===== config.mk =====
export PLATFORM = sky130hd
export DESIGN_NAME = kcm_cell
export DESIGN_NICKNAME = d
export VERILOG_FILES = /design/src/rtl/kcm_pkg.sv /design/src/rtl/kcm_cell.sv
export SDC_FILE = /design/constraint.sdc
export NUM_CORES = 1
export LEC_CHECK = 0
export ABC_AREA = 1
export BUFFER_PORTS_ARGS = -buffer_cell sky130_fd_sc_hd__buf_4
export CAP_MARGIN = 0
export CORE_AREA = 5 5 335 337
export DETAILED_ROUTE_END_ITERATION = 6
export DIE_AREA = 0 0 340 342
export PLACE_DENSITY_LB_ADDON = 0.15
export SYNTH_ARGS = -nofsm -noshare
export SYNTH_HDL_FRONTEND = slang
export SYNTH_SLANG_ARGS = --single-unit

===== constraint.sdc =====
create_clock -name clk -period 35.8 [get_ports clk]
set_input_delay 5.37 -clock clk [delete_from_list [all_inputs] [get_ports clk]]
set_output_delay 5.37 -clock clk [all_outputs]
set_load 0.02 [all_outputs]

===== src/rtl/kcm_pkg.sv =====
// ----------------------------------------------------------------------------
// kcm_pkg: shared types and codes of the keyed count merge table
// Result codes, item modes and the request token that walks the cell row.
// ----------------------------------------------------------------------------
package kcm_pkg;

  localparam int COUNT_W   = 32;
  localparam int IDX_W     = 7;
  localparam int DIST_W    = 8;
  localparam int KEY_W_MAX = 240;

  localparam logic MODE_MERGE = 1'b0;
  localparam logic MODE_READ  = 1'b1;

  typedef enum logic [2:0] {
    ST_MERGED      = 3'd0,
    ST_INSERTED    = 3'd1,
    ST_DROPPED     = 3'd2,
    ST_EMPTY_KEY   = 3'd3,
    ST_READ_OK     = 3'd4,
    ST_READ_UNUSED = 3'd5
  } status_t;

  // Request token handed from cell to cell
  typedef struct packed {
    logic                 valid;
    logic                 done;
    status_t              status;
    logic [IDX_W-1:0]     index;
    logic [COUNT_W-1:0]   count;
  } kcm_tok_t;

endpackage


===== src/rtl/kcm_cell.sv =====
// ----------------------------------------------------------------------------
// kcm_cell: one table entry of the keyed count merge table
// Holds one key and its count; checks the passing request against them and
// hands the request on to the next cell through its token register.
// ----------------------------------------------------------------------------
module kcm_cell
  import kcm_pkg::*;
#(
  parameter int IDX  = 0,
  parameter int KW   = 240,
  parameter int CNTW = 8
) (
  input  logic                clk,
  input  logic                rst_n,
  input  logic [CNTW-1:0]     used_i,
  input  logic                mode_i,
  input  logic [KW-1:0]       key_i,
  input  logic [COUNT_W-1:0]  add_i,
  input  logic [IDX_W-1:0]    read_index_i,
  input  kcm_tok_t            tok_i,
  input  logic [KW-1:0]       tok_key_i,
  output kcm_tok_t            tok_o,
  output logic [KW-1:0]       tok_key_o
);

  localparam logic [CNTW-1:0]  IDX_C   = CNTW'(IDX);
  localparam logic [IDX_W-1:0] IDX_LOW = IDX_W'(IDX);
  localparam logic             READABLE = (IDX < (1 << IDX_W));

  logic [KW-1:0]      key_r, key_nxt;
  logic [COUNT_W-1:0] count_r, count_nxt;
  kcm_tok_t           tok_r, tok_nxt;
  logic [KW-1:0]      tok_key_r, tok_key_nxt;
  logic               in_use;
  logic               rd_hit;
  logic [COUNT_W:0]   sum;
  logic [COUNT_W-1:0] sum_sat;

  assign in_use  = (IDX_C < used_i);
  assign rd_hit  = READABLE && (read_index_i == IDX_LOW) && in_use;
  assign sum     = {1'b0, count_r} + {1'b0, add_i};
  assign sum_sat = sum[COUNT_W] ? {COUNT_W{1'b1}} : sum[COUNT_W-1:0];

  always_comb begin
    tok_nxt     = tok_i;
    tok_key_nxt = tok_key_i;
    key_nxt     = key_r;
    count_nxt   = count_r;
    if (tok_i.valid && !tok_i.done) begin
      if (mode_i == MODE_READ) begin
        if (rd_hit) begin
          tok_nxt.done   = 1'b1;
          tok_nxt.status = ST_READ_OK;
          tok_nxt.count  = count_r;
          tok_key_nxt    = key_r;
        end
      end else if (in_use && (key_r == key_i)) begin
        count_nxt      = sum_sat;
        tok_nxt.done   = 1'b1;
        tok_nxt.status = ST_MERGED;
        tok_nxt.index  = IDX_LOW;
        tok_nxt.count  = sum_sat;
      end else if (!in_use) begin
        // first free entry: claim it
        key_nxt        = key_i;
        count_nxt      = add_i;
        tok_nxt.done   = 1'b1;
        tok_nxt.status = ST_INSERTED;
        tok_nxt.index  = IDX_LOW;
        tok_nxt.count  = add_i;
      end
    end
  end

  always_ff @(posedge clk) begin
    if (!rst_n) begin
      tok_r <= '0;
    end else begin
      tok_r <= tok_nxt;
    end
  end

  always_ff @(posedge clk) begin
    key_r     <= key_nxt;
    count_r   <= count_nxt;
    tok_key_r <= tok_key_nxt;
  end

  assign tok_o     = tok_r;
  assign tok_key_o = tok_key_r;

endmodule


Word-level counts from Yosys, hierarchy flattened --
Index checks and enable logic that the tools add are counted.
Word-level totals: logic and storage cells 36, output and inout port bits 284, bits in registers 556, ROM bits 0, bits in latches 0, memories 0, bits in writable memories 0
Operators by class: mux-type cells 14, equal/unequal tests 2, $lt $le $gt $ge 1, reduce and logical (&&, ||, !) cells 7, $mul 0, divide/modulo/power cells 0, shift operators 0, bitwise logic cells 3, add/sub/neg operators 1
Operators with widths (number):
- two-way mux 240 bit | 3
- equality test 240 bit | 1
- two-way mux 32 bit | 5
- two-way mux 43 bit | 3
- adder 32 x 32 -> 33 bit | 1
- < comparator 1 x 8 -> 1 bit (first input constant) | 1
- two-way mux 4 bit | 2
- zero test 7 bit | 1
- two-way mux 7 bit | 1
- AND reduction 4 bit | 1
- logical AND 1 bit | 3
- inverter 1 bit | 3
- AND reduction 3 bit | 1
- inequality test 2 x 1 -> 1 bit (second input constant) | 1
- zero test 1 bit | 1

Logic depth before layout (Yosys ltp) --
depth after elaboration 5, mapped depth 17, depth with buffers taken out 16

Worst setup path after synthesis --
OpenSTA, ideal clock, no wires.
kind input-to-reg, from in tok_i[42] (netlist bit), to reg tok_r (netlist bit tok_o[5]), data required time 35.735 ns, stages on the path 11, path buffers 0, path slack 18.289 ns, arrival time 17.446 ns, path through inv_1 > nand2_1 > nor2_2 > inv_1 > nor2_1 > inv_1 > o21ai_0 > a21oi_1 > nand2_1 > nor2_1 > nor2_1
On the way: word-level cells in the longest chain between the ends 3
Ends and longest elaborated chain:
- from (decl) | RTL line kcm_cell.sv:20 | input kcm_tok_t tok_i,
- zero test 1 bit | RTL line kcm_cell.sv:49 | if (tok_i.valid && !tok_i.done) begin
- logical AND 1 bit | RTL line kcm_cell.sv:49
- two-way mux 43 bit | RTL line kcm_cell.sv:49
- to (signal assigned) | RTL line kcm_cell.sv:79 | tok_r <= tok_nxt;
- to (decl) | RTL line kcm_cell.sv:32 | kcm_tok_t tok_r, tok_nxt;
No other way between the ends. A chain may end at the register's enable or synchronous reset.

Worst setup path in the final report --
from in tok_i[42] (netlist bit), to reg key_r[150], enable pin
On the way: word-level cells in the longest chain between the ends 3
Ends and longest elaborated chain:
- zero test 1 bit | RTL line kcm_cell.sv:49
- logical AND 1 bit | RTL line kcm_cell.sv:49
- AND reduction 4 bit (no source line)
- to (signal assigned) | RTL line kcm_cell.sv:84 | key_r <= key_nxt;
- to (decl) | RTL line kcm_cell.sv:30 | logic [KW-1:0] key_r, key_nxt;
No other way between the ends.

==> metrics.yaml <==
drt:
  wl_um: 110000
  vias: 23400
  viasPerCell: 4.12
  first_iter_violations: 1092
  drc_errors: 0
  dr.pass1.iters: 5
  avgRoutedWirePerCell_um: 19.3
  ant_nets: 0
cts:
  numCtsBuffers: 72
  cts_max_level: 3
  cts-root-buf: "clkbuf_16"
  cts_tree: "done"
  insertion_delay_ns: 0.63
  cts.path.max_buffers: 3
  ctsResizeCount: 0
  post_cts_buffers: 0
  cts_sinks: 556
  cts_hold_buf: 0
  cts.clk_slew.worst_paths_ns: 0.06
setup_path:
  crit_required_ns: 36.03
  path_max_fanout: 66
  r2r_slack_ns: 31.81
  reg2reg_to: "count_r[2]"
  crit_slowest_cell: "buf_4"
  end_kind: "register"
  path_class: "primary input to register"
  rr_worst_depth: 13
  worstPathCellList: "buf_4, inv_1, nand2_1, nor2_2, inv_1, nor2_4, buf_4, buf_4"
  worstPathArrival_ns: 8.82
  cpMostUsedCell: "buf_4"
  cp-start-kind: "primary input"
  cpPeakStageDelay_ns: 0.82
  r2r_start: "key_r[129]"
placement:
  io_buffers: 857
  hpwl_um: 87200
  dp_slack_ns: 26.53
  gp_congestion: 0.858
grt:
  grt_usage_pct: 17.9
  grt_first_pass_wirelength_um: 153000
  grt_remaining_overflow: 0
  grt_pass1_vias: 22600
  antenna_found_initial: 28
  grt_start_max_net_pins: 192
power_and_ir_drop:
  power_density_nw_per_um2: 43.9
  p_comb_share_pct: 11.7
  peakVddDrop_uv: 33.5
  pwr-share-clk_pct: 44.8
  p_int_mw: 1.19
  sw_frac_of_total_pct: 25.1
  p_sw_uw: 399
  p_seq_share_pct: 43.5
  power.leakage_nw: 18.4
floorplan:
  coreArea_um2: 109000
  io_pins: 858
  die_area_um2: 116000
  start_util_pct: 23.9
  die_y_um: 342
  std_cell_rows: 121
  fp.dieW_um: 340
logic_synthesis:
  synthArstFlopShare_pct: 0
  synth-main-ff-cell: "dfxtp_1"
  syn_inst: 3340
  syn_nets: 3947
  synth_largest_area_cell: "edfxtp_1"
  yosysSeqAreaShare_pct: 53.5
  avgSynthCellArea_um2: 7.76
  yosys_warnings: 0
  synthTopCellsByArea: "edfxtp_1, dfxtp_1, nand2_1"
  synth_seq_cells: 556
  synth_top_area_share_pct: 31.5
  syn_area_um2: 25900
  synth_edf_count: 272
  synthDistinctLibCells: 36
timing:
  max_freq_mhz: 117
  fin_crit_sh_pct: 24.0
  min_period_ns: 8.58
  setup_tns_ns: 0
  max-slew-margin-rel_pct: 28.5
  rsz0062_at_grt: "no"
  final_max_slew_viol_count: 0
  max_slew.worst_pin.slew_ns: 1.07
  setup_viol: 0
  final.setup.worst_slack_ns: 27.22
  hold_viol_final: 0
  fin_skew_ns: 0.0214
finish:
  nNetsFinal: 4806
  drive_gt1_share_pct: 23.8
  layout_commonest_cell: "nand2_1"
  most-common-layout-cells: "nand2_1, buf_4, inv_1"
  syn_to_final_growth_pct: 39.7
outcome:
  status: "complete, no violations"
hold_path:
  min-delay-start: "key_r[200]"
  hold_depth: 2
  holdPathEnd: "tok_key_o[200]"
  hp-class: "register to register"
job:
  drv_cap: 0
## logic make-up (layout without fill, tap and decap cells)
family	Yosys count	count (layout)	share of synthesized area, %
AO/OA/AOI/OAI	238	238	4.64
XOR/XNOR	109	109	3.68
adder cells (fa/ha/maj)	33	33	1.62
buffers and inverters	584	1503	8.74
flip-flops	556	556	53.5
multiplexers	13	13	0.565
other	0	14	0
AND/OR/NAND/NOR	1807	1807	27.3
## final cells by class
type	count	area [um^2]
Sequential cell	556	13900
Timing Repair Buffer	875	6580
Inverter	494	1860
Fill cell	11700	72300
Clock buffer	117	2120
Antenna cell	14	35.0
Clock inverter	17	168
Multi-Input combinational cell	2200	9830
Tap cell	1414	1770
## cells in the mapped netlist, types with 32 or more instances
library cell,number
nand2_1,1483
ha_1,32
nor2_1,207
o21ai_0,183
edfxtp_1,272
dfxtp_1,284
xnor2_1,55
a21oi_1,51
nand3_1,64
xor2_1,54
inv_1,491
clkbuf_1,53
## stage by stage
step,instance area [um^2],util (%),power (mW),std cells,hold WS (ns)
after floorplan,25900,-,0.782,3340,0.458
after global placement,33900,31.2,0.891,5539,0.469
after detailed placement,33900,31.2,0.892,5539,0.470
after CTS,36200,33.3,1.62,5673,0.480
after global routing,36200,33.4,1.66,5686,0.508
final,36200,33.4,1.59,5687,0.476
## metal layers
layer / share of wire, % / global-route usage (%) / wire [um]
met3: 7.1 / 5.43 / 7820
met2: 50 / 31.4 / 54200
met5: 0.12 / 0 / 132
met1: 41 / 21.1 / 44800
met4: 2.3 / 5.42 / 2520
## registers in the layout, indices dropped and copies added, names as in the netlist
signal,count
tok_key_o,240
key_r,240
count_r,32
tok_o,44
## critical path: cells and delay by family
kind / cells / cell delay [ns]
buffers and inverters: 5 / 1.83
AND/OR/NAND/NOR: 3 / 1.34
## how the worst max path moves through the flow
| stage | end | cells after the start | from |
|---|---|---|---|
| after detailed placement | key_r[128] | 8 | tok_i[42] |
| after CTS | key_r[150] | 8 | tok_i[42] |
| after global routing | key_r[150] | 8 | tok_i[42] |
| after global placement | key_r[149] | 8 | tok_i[42] |
| after floorplan | tok_o[5] | 11 | tok_i[42] |
| final | key_r[150] | 8 | tok_i[42] |
## power groups by stage
stage	clock [mW]	sequential, mW	combinational [mW]
3_5_place_dp	0	0.704	0.188
5_1_grt	0.763	0.692	0.204
4_1_cts	0.739	0.691	0.189
6_report	0.712	0.691	0.186
2_1_floorplan	0	0.726	0.0562
3_3_place_gp	0	0.704	0.187
Power figures use the tool's default switching activity.
